--- src/hdl/stfq_pkg.sv ---
// Package with constants, codes and types of the start-time fair queue scheduler.
package stfq_pkg;

    localparam int HEAP_SLOTS = 64;
    localparam int ADDR_W     = $clog2(HEAP_SLOTS);
    localparam int CNT_W      = ADDR_W + 1;
    localparam int ID_W       = 16;
    localparam int TAG_W      = 31;
    localparam int OUT_W      = 7;
    localparam int INC_W      = 16;
    localparam int OP_W       = 2;

    localparam logic [INC_W-1:0] SVC_INC_RESET   = INC_W'(100);
    localparam logic [OUT_W-1:0] OUT_LIMIT_RESET = OUT_W'(64);

    typedef enum logic [OP_W-1:0] {
        OP_ARRIVE   = 2'd0,
        OP_DISPATCH = 2'd1,
        OP_COMPLETE = 2'd2,
        OP_NONE     = 2'd3
    } op_t;

    typedef enum logic {
        REG_SVC_INC   = 1'b0,
        REG_OUT_LIMIT = 1'b1
    } cfg_reg_t;

    typedef struct packed {
        logic [TAG_W-1:0] tag;
        logic [ID_W-1:0]  id;
    } heap_entry_t;

    typedef struct packed {
        logic              we;
        logic [ADDR_W-1:0] addr;
        heap_entry_t       data;
    } heap_wr_t;

    typedef struct packed {
        logic              en;
        logic [ADDR_W-1:0] addr_a;
        logic [ADDR_W-1:0] addr_b;
    } heap_rd_t;

    typedef struct packed {
        logic [TAG_W-1:0] vtime;
        logic [OUT_W-1:0] outstanding;
        logic [CNT_W-1:0] queued;
        logic [TAG_W-1:0] tag;
        logic [ID_W-1:0]  id;
        logic             granted;
        logic             accepted;
    } stfq_result_t;

endpackage

--- src/hdl/stfq_heap_ram.sv ---
// Heap storage: one write port and two registered read ports.
module stfq_heap_ram
    import stfq_pkg::*;
(
    input  logic        aclk,
    input  heap_wr_t    wr,
    input  heap_rd_t    rd,
    output heap_entry_t rd_a,
    output heap_entry_t rd_b
);

    heap_entry_t mem [HEAP_SLOTS];
    heap_entry_t rd_a_reg;
    heap_entry_t rd_b_reg;

    always_ff @(posedge aclk) begin
        if (wr.we) begin
            mem[wr.addr] <= wr.data;
        end
        if (rd.en) begin
            rd_a_reg <= mem[rd.addr_a];
            rd_b_reg <= mem[rd.addr_b];
        end
    end

    assign rd_a = rd_a_reg;
    assign rd_b = rd_b_reg;

endmodule

--- config.mk ---
export PLATFORM = sky130hd
export DESIGN_NAME = stfq_heap_ram
export DESIGN_NICKNAME = d
export VERILOG_FILES = /design/src/hdl/stfq_pkg.sv /design/src/hdl/stfq_heap_ram.sv
export SDC_FILE = /design/constraint.sdc
export NUM_CORES = 2
export LEC_CHECK = 0
export BUFFER_PORTS_ARGS = -buffer_cell sky130_fd_sc_hd__buf_4
export CORE_MARGIN = 3
export CORE_UTILIZATION = 30
export CTS_BUF_LIST = sky130_fd_sc_hd__clkbuf_4
export DETAILED_ROUTE_END_ITERATION = 6
export PLACE_DENSITY_LB_ADDON = 0.3
export SLEW_MARGIN = 20
export SYNTH_ARGS = -nofsm -noshare
export SYNTH_HDL_FRONTEND = slang
export SYNTH_SLANG_ARGS = --single-unit
--- constraint.sdc ---
create_clock -name aclk -period 13.6 [get_ports aclk]
set_input_delay 2.72 -clock aclk [delete_from_list [all_inputs] [get_ports aclk]]
set_output_delay 2.72 -clock aclk [all_outputs]
set_load 0.05 [all_outputs]
* Word level (Yosys, flattened, before mapping)
Memories as Yosys holds them, arrays and structs flattened. A register that Yosys moved wholly into a read port is not among the register bits.
Index checks and enable logic that the tools add are counted.
** Word-level totals
- Memories :: 1
- Logic and storage cells :: 3
- Flip-flop bits (word level) :: 0
- Bits in writable memories :: 3008
- Output and inout port bits :: 94
- Input bits :: 68
** Memory list
- mem :: words 64, width 47, read ports 2, clocked after memory_dff 2, wr ports 1, line stfq_heap_ram.sv:12 : heap_entry_t mem [HEAP_SLOTS];
** Cells by class
- Mux-type cells :: 2
** Operators with widths (count)
- $mux W1 :: 2

* Longest topological paths before layout
- Depth in word-level cells :: 2
- Depth in mapped cells :: 10
- Depth with buffers taken out :: 5

* Least setup slack after synthesis
OpenSTA, ideal clock, no wires.
- Path type :: in2reg
- Start :: input port wr[50] in the netlist's numbering
- End :: memory mem[48][0] in the netlist's numbering (enable)
- Stages on the path :: 4
- Data arrival time :: 6.425 ns
- Buffers on the path :: 1
- Slack :: 6.665 ns
- Required time :: 13.091 ns
- Setup time :: 0.509 ns
- Cells stage by stage :: clkbuf_1 > nor2b_1 > nand4b_1 > nor3_1
** RTL lines
- start, declared :: line stfq_heap_ram.sv:6 : input heap_wr_t wr,
- end, declared :: line stfq_heap_ram.sv:12
Straight into the memory's write port.

* Final worst setup path
- Start :: register rd_a[31] (netlist name)
- End :: output port rd_a[31] in the netlist's numbering
** RTL lines
- end, declared :: line stfq_heap_ram.sv:8 : output heap_entry_t rd_a,
No word-level cell between the ends.

==> metrics.md <==
| Metric | Value |
|---|---|
| Die X | 688 µm |
| Yosys warning total | 0 |
| CTS Hold Buffers Added | 0 |
| Drt wl/cell | 39.5 µm |
| # setup viols final | 0 |
| Antenna viol nets, final | 0 |
| Post-synthesis register bit count | between 3000 and 4000 |
| Worst Skew | roughly 110 ps |
| Clk sinks | between 3000 and 4000 |
| First-pass GRT wire length | about 750000 µm |
| Headroom to the max-slew limit | between 15 and 20% |
| Port buffer count | about 160 |
| Initial Util | 30.2% |
| Power per cell area | ~130 mW/mm² |
| Min-delay worst type | reg2reg |
| CTS Buf Count | between 700 and 800 |
| Area contributors post-synth | edfxtp_1 67%, mux4_2 24%, mux2i_1 1.1%, a221oi_1 1.1%, a22o_1 0.91% |
| Post-synth top cells | 3102 x edfxtp_1, 1467 x mux4_2, 280 x clkbuf_1, 178 x a221oi_1, 176 x o22ai_1 |
| Min Tclk post-route | 5800 ps |
| Post-synth EDFFs | a little over 3000 |
| RSZ-0062 raised after global routing | no |
| Fin util | between 30 and 40% |
| Max-slew violation count | 0 |
| Peak VDD IR | ~0.000093 V |
| TritonCTS clock tree | yes |
| Largest net degree at the start of global routing | 129 |
| WL met2 | 258000 µm |
| Setup Fix Bufs, Post-CTS | 0 |
| Top-count cell post-synth | edfxtp_1 |
| CP max FO | 1 |
| WP data required | 10880 ps |
| Fin nets | roughly 7300 |
| DRC viols | 0 |
| Worst-path cell chain | buf_4 |
| Worst Tran Pin Value | ~1200 ps |
| Mapped Nets | 6669 |
| GRT Util Overall | between 20% and 30% |
| Clock Root Buffer | clkbuf_4 |
| Top sig layer | met5 |
| Max-cap violations | 0 |
| Max H-tree Level | 6 |
| Crit. End Element | output port |
| Core Area | 0.461 mm² |
| Clk_lat worst skew | 1760 ps |
| Vias per inst | ~6 |
| GPL Wtd Cong | ~0.83 |
| Worst-case clock buffer depth | 4 |
| Initial antenna violation count | 73 |
| Max reg flops | 3008 |
| Slowest stage delay, CP | between 900 and 1000 ps |
| Worst setup SP type | register |
| Final hold violation count | 0 |
| Vias | between 80000 and 90000 |
| Buf+Inv Stages, Crit Path | 1 |
| Detailed Route WL | around 560000 µm |
| Top Ports | 162 |
| Grt ovf | 0 |
| Hold path depth | 4 |
| Die area | around 0.47 mm² |
| Async S/R FF share, synth | 0% |
| Delay-heaviest family, CP | flip-flops |
| Met3 wire length | 67700 µm |
| Post-synth cell types | 44 |
| Setup TNS | 0 ps |
| Status | finished clean |
| Mapped Avg Cell Area | 21.1 µm² |
| Leak | 48.9 nW |
| Critical path's slowest cell | edfxtp_1 |
| Area Growth Syn to Fin | 13.8% |
| Post-DP HPWL | 316000 µm |
| Post-CTS Resized | 0 |
| Synthesized cell area | between 0.1 and 0.15 mm² |
| FF-to-FF path depth | 4 |
| Number of global-route vias before repair | about 87000 |
| Layout cells sized above 1 | a little over 40% |
| Crit path DAT | roughly 3100 ps |
| Post-Syn Instances | roughly 6600 |
| Top cell type by total area after synthesis | edfxtp_1 |
| Period utilisation layout | 42.6% |
| Clock transition at path regs | roughly 70 ps |
| Num rows | 249 |
| Post-synthesis sequential area ratio | 66.8% |
| Kind of critical path | reg2out |
| Met1 wire length | approximately 200000 µm |
| Number of DRC markers in iteration 0 | 12700 |
| Number of iterations in the first detailed-routing pass | 6 |
| Area share of the largest cell type after synthesis | about 67% |
| Die height | 688 µm |
| Synth Flop Type | edfxtp_1 |
| Max Fclk | roughly 170 MHz |
| Crit path depth | 1 |
==> kinds of logic after synthesis <==
| group | count (synthesis) | share of synthesized area [%] |
|---|---|---|
| AO/OA/AOI/OAI | 913 | 4.97 |
| multiplexers | 1642 | 25.0 |
| flip-flops | 3102 | 66.8 |
| AND/OR/NAND/NOR | 393 | 1.31 |
| buffers and inverters | 551 | 1.89 |
==> stage by stage <==
stage	std cells	power, mW	area, µm²	hold WS (ps)	setup WS (ps)
3_3_place_gp	12600	12.7	149000	933	5630
6_report	14100	20.5	159000	936	7800
2_1_floorplan	6601	11.9	139000	849	6670
4_1_cts	14000	20.7	158000	948	7620
3_5_place_dp	12600	12.8	149000	924	6510
5_1_grt	14100	21.2	159000	992	7700
==> area by class of cell <==
type | instances | area (µm²)
Antenna cell | 37 | 92.6
Clock buffer | 1063 | 7980
Clock inverter | 350 | 1830
Fill cell | 43200 | 303000
Inverter | 1 | 5.00
Multi-Input combinational cell | 2948 | 44300
Sequential cell | 3102 | 93100
Tap cell | 6149 | 7690
Timing Repair Buffer | 432 | 3570
==> metal layers <==
metal,up-vias,GRT usage (%)
met1,46000,29.0
met3,1263,6.95
met2,6433,35.9
met5,-,0
li1,31500,-
met4,32,12.0
==> worst min-delay path: stages, from the launching register on <==
cell and delay (ps):
edfxtp_1 340, mux4_2 240, a22oi_1 60, nand3_1 70, and3_1 150
==> cells in the final DEF (no fill, tap or decap), types with 19 or more instances in the layout <==
master / n
nor2_1: 84
nand3_1: 57
a32oi_1: 22
edfxtp_1: 3102
clkinv_2: 53
nor2b_1: 21
a22o_1: 144
mux2i_1: 157
nor2_4: 67
a22oi_1: 117
diode_2: 37
buf_4: 403
nand2_1: 66
a211oi_1: 26
clkbuf_4: 1064
nor3_1: 19
a21oi_1: 89
clkinv_1: 245
a221oi_1: 174
o221ai_1: 57
o22ai_1: 176
o21ai_0: 22
o22a_1: 26
mux4_2: 1467
==> path summary, 6_finish.rpt <==
path / startpoint / end / slack, ps
max: rd_a[31] / rd_a[31] / 7800
min reg2reg: mem[15][7] / rd_b[7] / 940
max reg2reg: mem[56][27] / rd_a[27] / 10970
min: mem[15][7] / rd_b[7] / 940
==> power breakdown <==
group / internal, mW / leakage, nW / total [mW] / switching [mW]
Combinational: 0.651 / 15.2 / 1.85 / 1.20
Sequential: 10.6 / 28.0 / 10.7 / 0.0976
Clock: 3.87 / 5.78 / 7.95 / 4.08
Total: 15.1 / 48.9 / 20.5 / 5.38
(Power assumes the default switching activity.)
