## src/hdl/stfq_pkg.sv

```systemverilog
// Package with constants, codes and types of the start-time fair queue scheduler.
package stfq_pkg;

    localparam int HEAP_SLOTS = 64;
    localparam int ADDR_W     = $clog2(HEAP_SLOTS);
    localparam int CNT_W      = ADDR_W + 1;
    localparam int ID_W       = 16;
    localparam int TAG_W      = 31;
    localparam int OUT_W      = 7;
    localparam int INC_W      = 16;
    localparam int OP_W       = 2;

    localparam logic [INC_W-1:0] SVC_INC_RESET   = INC_W'(100);
    localparam logic [OUT_W-1:0] OUT_LIMIT_RESET = OUT_W'(64);

    typedef enum logic [OP_W-1:0] {
        OP_ARRIVE   = 2'd0,
        OP_DISPATCH = 2'd1,
        OP_COMPLETE = 2'd2,
        OP_NONE     = 2'd3
    } op_t;

    typedef enum logic {
        REG_SVC_INC   = 1'b0,
        REG_OUT_LIMIT = 1'b1
    } cfg_reg_t;

    typedef struct packed {
        logic [TAG_W-1:0] tag;
        logic [ID_W-1:0]  id;
    } heap_entry_t;

    typedef struct packed {
        logic              we;
        logic [ADDR_W-1:0] addr;
        heap_entry_t       data;
    } heap_wr_t;

    typedef struct packed {
        logic              en;
        logic [ADDR_W-1:0] addr_a;
        logic [ADDR_W-1:0] addr_b;
    } heap_rd_t;

    typedef struct packed {
        logic [TAG_W-1:0] vtime;
        logic [OUT_W-1:0] outstanding;
        logic [CNT_W-1:0] queued;
        logic [TAG_W-1:0] tag;
        logic [ID_W-1:0]  id;
        logic             granted;
        logic             accepted;
    } stfq_result_t;

endpackage

```

## src/hdl/stfq_ctrl.sv

```systemverilog
// Sequencer: counters, virtual time, configuration and heap sift up and sift down.
module stfq_ctrl
    import stfq_pkg::*;
(
    input  logic              aclk,
    input  logic              aresetn,
    input  logic              in_valid,
    output logic              in_ready,
    input  logic [OP_W-1:0]   in_op,
    input  logic [ID_W-1:0]   in_id,
    input  logic              cfg_we,
    input  logic              cfg_index,
    input  logic [INC_W-1:0]  cfg_wdata,
    output logic              res_valid,
    input  logic              res_ready,
    output stfq_result_t      res,
    output heap_wr_t          ram_wr,
    output heap_rd_t          ram_rd,
    input  heap_entry_t       rd_a,
    input  heap_entry_t       rd_b
);

    typedef enum logic [7:0] {
        S_IDLE   = 8'b0000_0001,
        S_LAST   = 8'b0000_0010,
        S_UP_RD  = 8'b0000_0100,
        S_UP_CMP = 8'b0000_1000,
        S_POP    = 8'b0001_0000,
        S_DN_RD  = 8'b0010_0000,
        S_DN_CMP = 8'b0100_0000,
        S_DONE   = 8'b1000_0000
    } state_t;

    state_t             state_reg, state_next;
    logic [CNT_W-1:0]   count_reg, count_next;
    logic [OUT_W-1:0]   outst_reg, outst_next;
    logic [TAG_W-1:0]   vt_reg, vt_next;
    logic [ADDR_W-1:0]  pos_reg, pos_next;
    heap_entry_t        move_reg, move_next;
    logic               acc_reg, acc_next;
    logic               grant_reg, grant_next;
    logic [ID_W-1:0]    oid_reg, oid_next;
    logic [TAG_W-1:0]   otag_reg, otag_next;
    logic [INC_W-1:0]   inc_reg;
    logic [OUT_W-1:0]   limit_reg;

    logic               in_fire;
    logic [TAG_W:0]     finish;
    logic [TAG_W-1:0]   finish_sat;
    logic [ADDR_W-1:0]  parent;
    logic [CNT_W-1:0]   left;
    logic [CNT_W:0]     right;
    logic               right_ok;
    logic               take_left;
    logic               take_right;
    logic [TAG_W-1:0]   best_tag;

    assign in_ready  = (state_reg == S_IDLE);
    assign in_fire   = in_valid && in_ready;
    assign res_valid = (state_reg == S_DONE);

    // Finish tag of the last slot, saturated to the tag range.
    assign finish     = {1'b0, rd_a.tag} + (TAG_W + 1)'(inc_reg);
    assign finish_sat = finish[TAG_W] ? {TAG_W{1'b1}} : finish[TAG_W-1:0];

    assign parent   = (pos_reg - ADDR_W'(1)) >> 1;
    assign left     = {pos_reg, 1'b1};
    assign right    = {1'b0, left} + (CNT_W + 1)'(1);
    assign right_ok = right < {1'b0, count_reg};

    // The left child is only read when it lies inside the heap.
    assign take_left  = rd_a.tag < move_reg.tag;
    assign best_tag   = take_left ? rd_a.tag : move_reg.tag;
    assign take_right = right_ok && (rd_b.tag < best_tag);

    always_comb begin
        state_next = state_reg;
        count_next = count_reg;
        outst_next = outst_reg;
        vt_next    = vt_reg;
        pos_next   = pos_reg;
        move_next  = move_reg;
        acc_next   = acc_reg;
        grant_next = grant_reg;
        oid_next   = oid_reg;
        otag_next  = otag_reg;
        ram_wr     = '0;
        ram_rd     = '0;

        unique case (state_reg)
            S_IDLE: begin
                if (in_fire) begin
                    acc_next   = 1'b0;
                    grant_next = 1'b0;
                    oid_next   = '0;
                    otag_next  = '0;
                    move_next  = '{tag: vt_reg, id: in_id};
                    state_next = S_DONE;
                    unique case (op_t'(in_op))
                        OP_ARRIVE: begin
                            if (count_reg == CNT_W'(HEAP_SLOTS)) begin
                                state_next = S_DONE;
                            end else if (count_reg != '0) begin
                                ram_rd.en     = 1'b1;
                                ram_rd.addr_a = ADDR_W'(count_reg - CNT_W'(1));
                                state_next    = S_LAST;
                            end else begin
                                pos_next   = '0;
                                count_next = count_reg + CNT_W'(1);
                                state_next = S_UP_RD;
                            end
                        end
                        OP_DISPATCH: begin
                            if (count_reg != '0 && outst_reg <= limit_reg) begin
                                ram_rd.en     = 1'b1;
                                ram_rd.addr_a = '0;
                                ram_rd.addr_b = ADDR_W'(count_reg - CNT_W'(1));
                                state_next    = S_POP;
                            end
                        end
                        OP_COMPLETE: begin
                            if (outst_reg != '0) begin
                                outst_next = outst_reg - OUT_W'(1);
                            end
                        end
                        OP_NONE: begin
                            state_next = S_DONE;
                        end
                        default: begin
                            state_next = S_DONE;
                        end
                    endcase
                end
            end
            S_LAST: begin
                if (finish_sat > vt_reg) begin
                    vt_next       = finish_sat;
                    move_next.tag = finish_sat;
                end
                pos_next   = ADDR_W'(count_reg);
                count_next = count_reg + CNT_W'(1);
                state_next = S_UP_RD;
            end
            S_UP_RD: begin
                if (pos_reg == '0) begin
                    ram_wr     = '{we: 1'b1, addr: pos_reg, data: move_reg};
                    acc_next   = 1'b1;
                    otag_next  = move_reg.tag;
                    state_next = S_DONE;
                end else begin
                    ram_rd.en     = 1'b1;
                    ram_rd.addr_a = parent;
                    state_next    = S_UP_CMP;
                end
            end
            S_UP_CMP: begin
                if (move_reg.tag < rd_a.tag) begin
                    ram_wr     = '{we: 1'b1, addr: pos_reg, data: rd_a};
                    pos_next   = parent;
                    state_next = S_UP_RD;
                end else begin
                    ram_wr     = '{we: 1'b1, addr: pos_reg, data: move_reg};
                    acc_next   = 1'b1;
                    otag_next  = move_reg.tag;
                    state_next = S_DONE;
                end
            end
            S_POP: begin
                grant_next = 1'b1;
                oid_next   = rd_a.id;
                otag_next  = rd_a.tag;
                if (outst_reg != {OUT_W{1'b1}}) begin
                    outst_next = outst_reg + OUT_W'(1);
                end
                count_next = count_reg - CNT_W'(1);
                move_next  = rd_b;
                pos_next   = '0;
                state_next = S_DN_RD;
            end
            S_DN_RD: begin
                if (left >= count_reg) begin
                    ram_wr     = '{we: 1'b1, addr: pos_reg, data: move_reg};
                    state_next = S_DONE;
                end else begin
                    ram_rd.en     = 1'b1;
                    ram_rd.addr_a = left[ADDR_W-1:0];
                    ram_rd.addr_b = right[ADDR_W-1:0];
                    state_next    = S_DN_CMP;
                end
            end
            S_DN_CMP: begin
                if (take_right) begin
                    ram_wr     = '{we: 1'b1, addr: pos_reg, data: rd_b};
                    pos_next   = right[ADDR_W-1:0];
                    state_next = S_DN_RD;
                end else if (take_left) begin
                    ram_wr     = '{we: 1'b1, addr: pos_reg, data: rd_a};
                    pos_next   = left[ADDR_W-1:0];
                    state_next = S_DN_RD;
                end else begin
                    ram_wr     = '{we: 1'b1, addr: pos_reg, data: move_reg};
                    state_next = S_DONE;
                end
            end
            S_DONE: begin
                if (res_ready) begin
                    state_next = S_IDLE;
                end
            end
            default: begin
                state_next = S_IDLE;
            end
        endcase
    end

    always_ff @(posedge aclk) begin
        if (!aresetn) begin
            state_reg <= S_IDLE;
            count_reg <= '0;
            outst_reg <= '0;
            vt_reg    <= '0;
            inc_reg   <= SVC_INC_RESET;
            limit_reg <= OUT_LIMIT_RESET;
        end else begin
            state_reg <= state_next;
            count_reg <= count_next;
            outst_reg <= outst_next;
            vt_reg    <= vt_next;
            if (cfg_we) begin
                unique case (cfg_reg_t'(cfg_index))
                    REG_SVC_INC:   inc_reg   <= cfg_wdata;
                    REG_OUT_LIMIT: limit_reg <= cfg_wdata[OUT_W-1:0];
                    default:       inc_reg   <= inc_reg;
                endcase
            end
        end
    end

    always_ff @(posedge aclk) begin
        pos_reg   <= pos_next;
        move_reg  <= move_next;
        acc_reg   <= acc_next;
        grant_reg <= grant_next;
        oid_reg   <= oid_next;
        otag_reg  <= otag_next;
    end

    assign res = '{vtime:       vt_reg,
                   outstanding: outst_reg,
                   queued:      count_reg,
                   tag:         otag_reg,
                   id:          oid_reg,
                   granted:     grant_reg,
                   accepted:    acc_reg};

endmodule

```

## config.mk

```make
export PLATFORM = sky130hd
export DESIGN_NAME = stfq_ctrl
export DESIGN_NICKNAME = d
export VERILOG_FILES = /design/src/hdl/stfq_pkg.sv /design/src/hdl/stfq_ctrl.sv
export SDC_FILE = /design/constraint.sdc
export NUM_CORES = 1
export LEC_CHECK = 0
export ABC_AREA = 1
export BUFFER_PORTS_ARGS = -buffer_cell sky130_fd_sc_hd__clkbuf_2
export CAP_MARGIN = 20
export CORE_UTILIZATION = 30
export CTS_BUF_LIST = sky130_fd_sc_hd__clkbuf_16
export DETAILED_ROUTE_END_ITERATION = 16
export GPL_ROUTABILITY_DRIVEN = 0
export PLACE_DENSITY = 0.46
export SLEW_MARGIN = 20
export SYNTH_ARGS = -nofsm -noshare
export SYNTH_HDL_FRONTEND = slang
export SYNTH_SLANG_ARGS = --single-unit
```

## constraint.sdc

```tcl
create_clock -name aclk -period 9.4 [get_ports aclk]
set_input_delay 1.41 -clock aclk [delete_from_list [all_inputs] [get_ports aclk]]
set_output_delay 1.41 -clock aclk [all_outputs]
set_load 0.02 [all_outputs]
```

Word-level counts from Yosys, hierarchy flattened

Index checks and enable logic that the tools add are counted.

Flip-flop bits (word level): 178
Bits in latches: 0
RAM bits: 0
Bits in read-only memories: 0
Bits of input ports: 134
Logic and storage cells: 139
Memories: 0

Add/sub/neg operators: 7
$mul: 0
Div/mod/pow operators: 0
Magnitude comparators: 7
Equality and inequality tests: 25
Shift-type cells: 0
Muxes and demuxes: 63
Bitwise operators: 1
Reduce and logical (&&, ||, !) cells: 23

Operators by type and width:

| operator                                                            | count |
|---|---|
| 54-bit case mux with 4 select lines                                 | 1 |
| 47-bit two-way mux                                                  | 4 |
| 31-bit two-way mux                                                  | 6 |
| 31-bit case mux with 4 select lines                                 | 1 |
| 54-bit two-way mux                                                  | 2 |
| 31-bit less-than comparator                                         | 3 |
| 31-bit case mux with 3 select lines                                 | 1 |
| 7-bit two-way mux                                                   | 11 |
| 8-bit two-way mux                                                   | 9 |
| 16-bit case mux with 2 select lines                                 | 2 |
| 8-bit case mux with 8 select lines                                  | 1 |
| 6-bit two-way mux                                                   | 8 |
| 7-bit case mux with 3 select lines                                  | 2 |
| 13-bit two-way mux                                                  | 3 |
| 31-bit by 16-bit adder with 32-bit output                           | 1 |
| 31-bit > comparator                                                 | 1 |
| 6-bit case mux with 5 select lines                                  | 1 |
| 7-bit case mux with 2 select lines                                  | 2 |
| 16-bit two-way mux                                                  | 1 |
| 8-bit case mux with 2 select lines                                  | 1 |
| 7-bit by 1-bit adder with 7-bit output (second input constant)      | 2 |
| 2-bit inequality test (second input constant)                       | 7 |
| 7-bit nonzero test                                                  | 2 |
| 7-bit by 1-bit subtractor with 7-bit output (second input constant) | 2 |
| 37 further kinds                                                    | 52 |

Logic depth before layout (Yosys ltp)

Depth after elaboration: 6
Depth in mapped cells: 32

Worst setup path before layout

Ideal clock, no wire load.

Path kind: input-to-reg
From: input port rd_a[16] in the netlist's numbering
To: register move_reg[16] in the netlist's numbering, enable pin
Data arrival time: 6.787 ns
Data required time: 8.934 ns
Path slack: 2.147 ns
Stages on the path: 26
Path buffers: 0
Cells stage by stage: ha_1 inv_1 fa_1 inv_1 nand3_1 nand2_1 a21oi_2 o21ai_2 a21boi_2 o21ai_2 a21oi_1 o21ai_2 nand2_1 nor2_1 nand2_1 nand2_1 nand3_2 ha_1 inv_1 nor2_1 nand2_1 nor4_1 nand3b_1 nand4_1 o41ai_1 a211oi_1

Cells in the longest elaborated chain, start to end: 5

RTL lines:

| element                                   | line             | RTL |
|---|---|---|
| from (decl)                               | stfq_ctrl.sv:19  | `input heap_entry_t rd_a,` |
| 31-bit by 16-bit adder with 32-bit output | stfq_ctrl.sv:63  | `assign finish = {1'b0, rd_a.tag} + (TAG_W + 1)'(inc_reg);` |
| 31-bit two-way mux                        | stfq_ctrl.sv:64  | `assign finish_sat = finish[TAG_W] ? {TAG_W{1'b1}} : finish[TAG_W-1:0];` |
| named net finish_sat[28]                  | stfq_ctrl.sv:49  | `logic [TAG_W-1:0] finish_sat;` |
| 31-bit > comparator                       | stfq_ctrl.sv:136 | `if (finish_sat > vt_reg) begin` |
| 2-bit inequality test (no source line)    | --               |  |
| 3-bit AND reduction (no source line)      | --               |  |
| to (signal assigned)                      | stfq_ctrl.sv:241 | `move_reg <= move_next;` |
| to (decl)                                 | stfq_ctrl.sv:39  | `heap_entry_t move_reg, move_next;` |

The timed path passes the listed nets, and every way through them passes these cells.
A chain may end at the register's enable or synchronous reset.

==> metrics.md <==
| Metric | Value |
|---|---|
| Status | `finished clean` |
| Fin crit period | `8689 ps` |
| Synthesized flop and latch total | `178` |
| Fraction of synthesis flops using an asynchronous set or reset pin | `0` |
| Detailed Routing Iterations Pass 1 | `5` |
| Simple-Gate Fraction of Synth Area | `0.2241` |
| Synth Net Count | `2175` |
| Required @ worst endpoint | `roughly 8000 ps` |
| Syn Area/Cell | `about 7.3 um^2` |
| Routed Antenna Nets | `0` |
| Drt wl/cell | `around 20 um` |
| Min-Delay Path Class | `flip-flop to flip-flop` |
| Fraction of layout cells with a size suffix above 1 | `0.1834` |
| Vias in the first global route | `14030` |
| GRT Total Usage | `0.2411` |
| First-pass GRT wire length | `84360 um` |
| DIE AREA | `0.04689 mm^2` |
| Worst-path fanout max | `36` |
| H-tree Lvls | `4` |
| I/O pins | `around 300` |
| Setup TNS | `0 ps` |
| Distinct cells, synth | `57` |
| Crit. End Element | `output port` |
| Final WL | `56500 um` |
| Largest net degree at the start of global routing | `66` |
| Adder-cell share of the synthesized area | `0.1270` |
| Synth Warn # | `0` |
| P_leak | `between 7 and 8 nW` |
| Pwr Density | `around 260 mW/mm^2` |
| Sink Count | `178` |
| Mux contribution to synthesized area | `0` |
| Crit path DAT | `7280 ps` |
| Setup CP Type | `primary input to output port` |
| Core outline area | `approximately 0.045 mm^2` |
| Clock latency at the later pin of the worst-skew pair | `about 500 ps` |
| CTS tree | `done` |
| DRC violations left | `0` |
| Synth Flop Type | `edfxtp_1` |
| Worst stage delay on the critical path | `550 ps` |
| Chip Height | `between 200 and 250 um` |
| Critical path's slowest cell | `o21ai_0` |
| Max-Cap Viols | `0` |
| Initial antenna violation count | `4` |
| Slew at the pin closest to its max-slew limit | `approximately 950 ps` |
| Clock Tree Root | `clkbuf_16` |
| P&R area growth vs syn | `18.84%` |
| Largest register FFs | `between 40 and 50` |
| Worst Clk Skew | `~17 ps` |
| Die X | `roughly 220 um` |
| Syn Std Cell Area | `about 0.014 mm^2` |
| Rel. slew slack | `0.3589` |
| Unrepaired setup endpoints after global routing | `false` |
| VDD IR max | `0.1803 mV` |
| Post-DP HPWL | `42180 um` |
| Clock Pin Slew Worst Setup and Hold Paths | `approximately 60 ps` |
| Slew Viols, Final | `0` |
| Via Count | `14360` |
| CTS Hold Bufs | `0` |
| R2r setup slk | `between 3000 and 4000 ps` |
| Top delay family on crit path | `compound AO/OA/AOI/OAI gates` |
| Cells after synthesis | `between 1500 and 2000` |
| Seq/Total Area, Yosys | `0.3320` |
| Buffers on Ports | `about 300` |
| Xor/xnor share of the synthesized area | `0.01903` |
| Starting Density | `0.3043` |
| Post-synth EDFFs | `between 100 and 150` |
| Tcrit/Tclk final | `0.9243` |
| Remaining Overflow, GRT | `0` |
| Setup violations, final | `0` |
| Crit. path cell count | `25` |
| Mean number of vias per cell | `about 5.2` |
| R2R depth | `30` |
| Number of post-CTS setup repair buffers | `0` |
| Startpoint types | `primary input` |
| Hold depth | `2` |
| Worst-case clock buffer depth | `2` |
| Row cnt | `78` |
| WP buf/inv | `4` |
| Total Power | `between 0.004 and 0.005 W` |
| Largest family of logic cells by synthesized area | `simple AND/OR/NAND/NOR gates` |
| Post-cts resize count | `0` |
| Iter 0 DRT Violations | `~1100` |
| Fmax | `roughly 120 MHz` |
| CTS Buf Count | `17` |
| Post-synthesis compound-gate area fraction | `0.2041` |
| Final hold violation count | `0` |
| Net count, final | `approximately 2400` |
-- layout make-up --
cell class	instances	area, um^2
Antenna cell	1	2.502
Tap cell	600	750.7
Timing Repair Buffer	314	1629
Fill cell	4964	28970
Sequential cell	178	4584
Inverter	246	923.4
Clock buffer	17	425.4
Multi-Input combinational cell	1395	7990
Clock inverter	15	103.9
-- kinds of logic (layout without fill, tap and decap cells) --
kind of cell,Yosys count,count (layout)
AOI/OAI and AO/OA,485,485
buffers and inverters,329,592
xor gates and xnor gates,30,30
DFF,178,178
adders and majority gates,139,139
and+or+nand+nor,741,741
other,0,1
-- metal layers --
| layer | global-route usage | share of wire | up-vias |
|---|---|---|---|
| li1 | - | - | 6990 |
| met1 | 0.3103 | 0.44 | 6751 |
| met2 | 0.3840 | 0.46 | 510 |
| met3 | 0.06175 | 0.076 | 100 |
| met4 | 0.09484 | 0.028 | 4 |
| met5 | 0 | 0.00046 | - |
-- through the flow --
stage / hold slack (ps) / setup slack [ps] / util / instances / area (um^2)
after floorplan: 432.9 / 2147 / - / 1902 / 13810
after global placement: 453.9 / 663.0 / 0.3499 / 2733 / 15880
after detailed placement: 457.5 / 738.1 / 0.3499 / 2733 / 15880
after CTS: 475.5 / 711.8 / 0.3615 / 2765 / 16410
after global routing: 493.5 / 207.7 / 0.3615 / 2765 / 16410
final: 467.5 / 711.3 / 0.3616 / 2766 / 16410
-- where the power goes --
group | total (W) | internal (W) | switching (W) | leakage (nW)
Sequential | 0.00133 | 0.00115 | 0.000179 | 1.64
Clock | 0.000706 | 0.000356 | 0.000349 | 0.270
Combinational | 0.00221 | 0.000669 | 0.00154 | 5.98
-- Yosys cell counts (all sizes together), types with 5 or more instances --
| library cell | n | share of area |
|---|---|---|
| nand2 | 393 | 0.11 |
| inv | 243 | 0.066 |
| o21ai | 223 | 0.082 |
| nor2 | 195 | 0.054 |
| ha | 137 | 0.12 |
| a21oi | 117 | 0.043 |
| edfxtp | 102 | 0.22 |
| nand3 | 79 | 0.030 |
| dfxtp | 76 | 0.11 |
| clkbuf | 65 | 0.018 |
| a22oi | 39 | 0.021 |
| o22ai | 39 | 0.018 |
| nand4 | 25 | 0.011 |
| xor2 | 25 | 0.016 |
| nor3 | 23 | 0.0083 |
| buf | 18 | 0.0092 |
| or2 | 14 | 0.0063 |
| a211oi | 12 | 0.0065 |
| o221ai | 12 | 0.0076 |
| nor4 | 8 | 0.0052 |
| o211ai | 8 | 0.0043 |
| a31o | 5 | 0.0032 |
| a31oi | 5 | 0.0023 |
| xnor2 | 5 | 0.0032 |
-- final timing paths --
path	start	end
setup reg to reg	inc_reg[0]	vt_reg[17]
hold reg to reg	inc_reg[5]	inc_reg[5]
setup / recovery	rd_a[41]	ram_wr[22]
hold / removal	inc_reg[5]	inc_reg[5]
-- cells in the final DEF (no fill, tap or decap), types with 27 or more instances in the layout --
cell and count:
nand2_1 388, dfxtp_1 76, a22oi_1 39, inv_1 242, o21ai_0 191, clkbuf_2 296
o21ai_1 27, nand3_1 75, nor2_1 188, ha_1 137, a21oi_1 112, o22ai_1 39
edfxtp_1 102
-- worst reg2reg max path: cells and delay by family, from the launching register on --
kind / cells / cell delay (ps)
AO/OA/AOI/OAI: 7 / 1490
adder cells (fa/ha/maj): 3 / 910
buffers and inverters: 6 / 1230
flip-flops: 1 / 330
AND/OR/NAND/NOR: 14 / 2130
(Power assumes the default switching activity.)
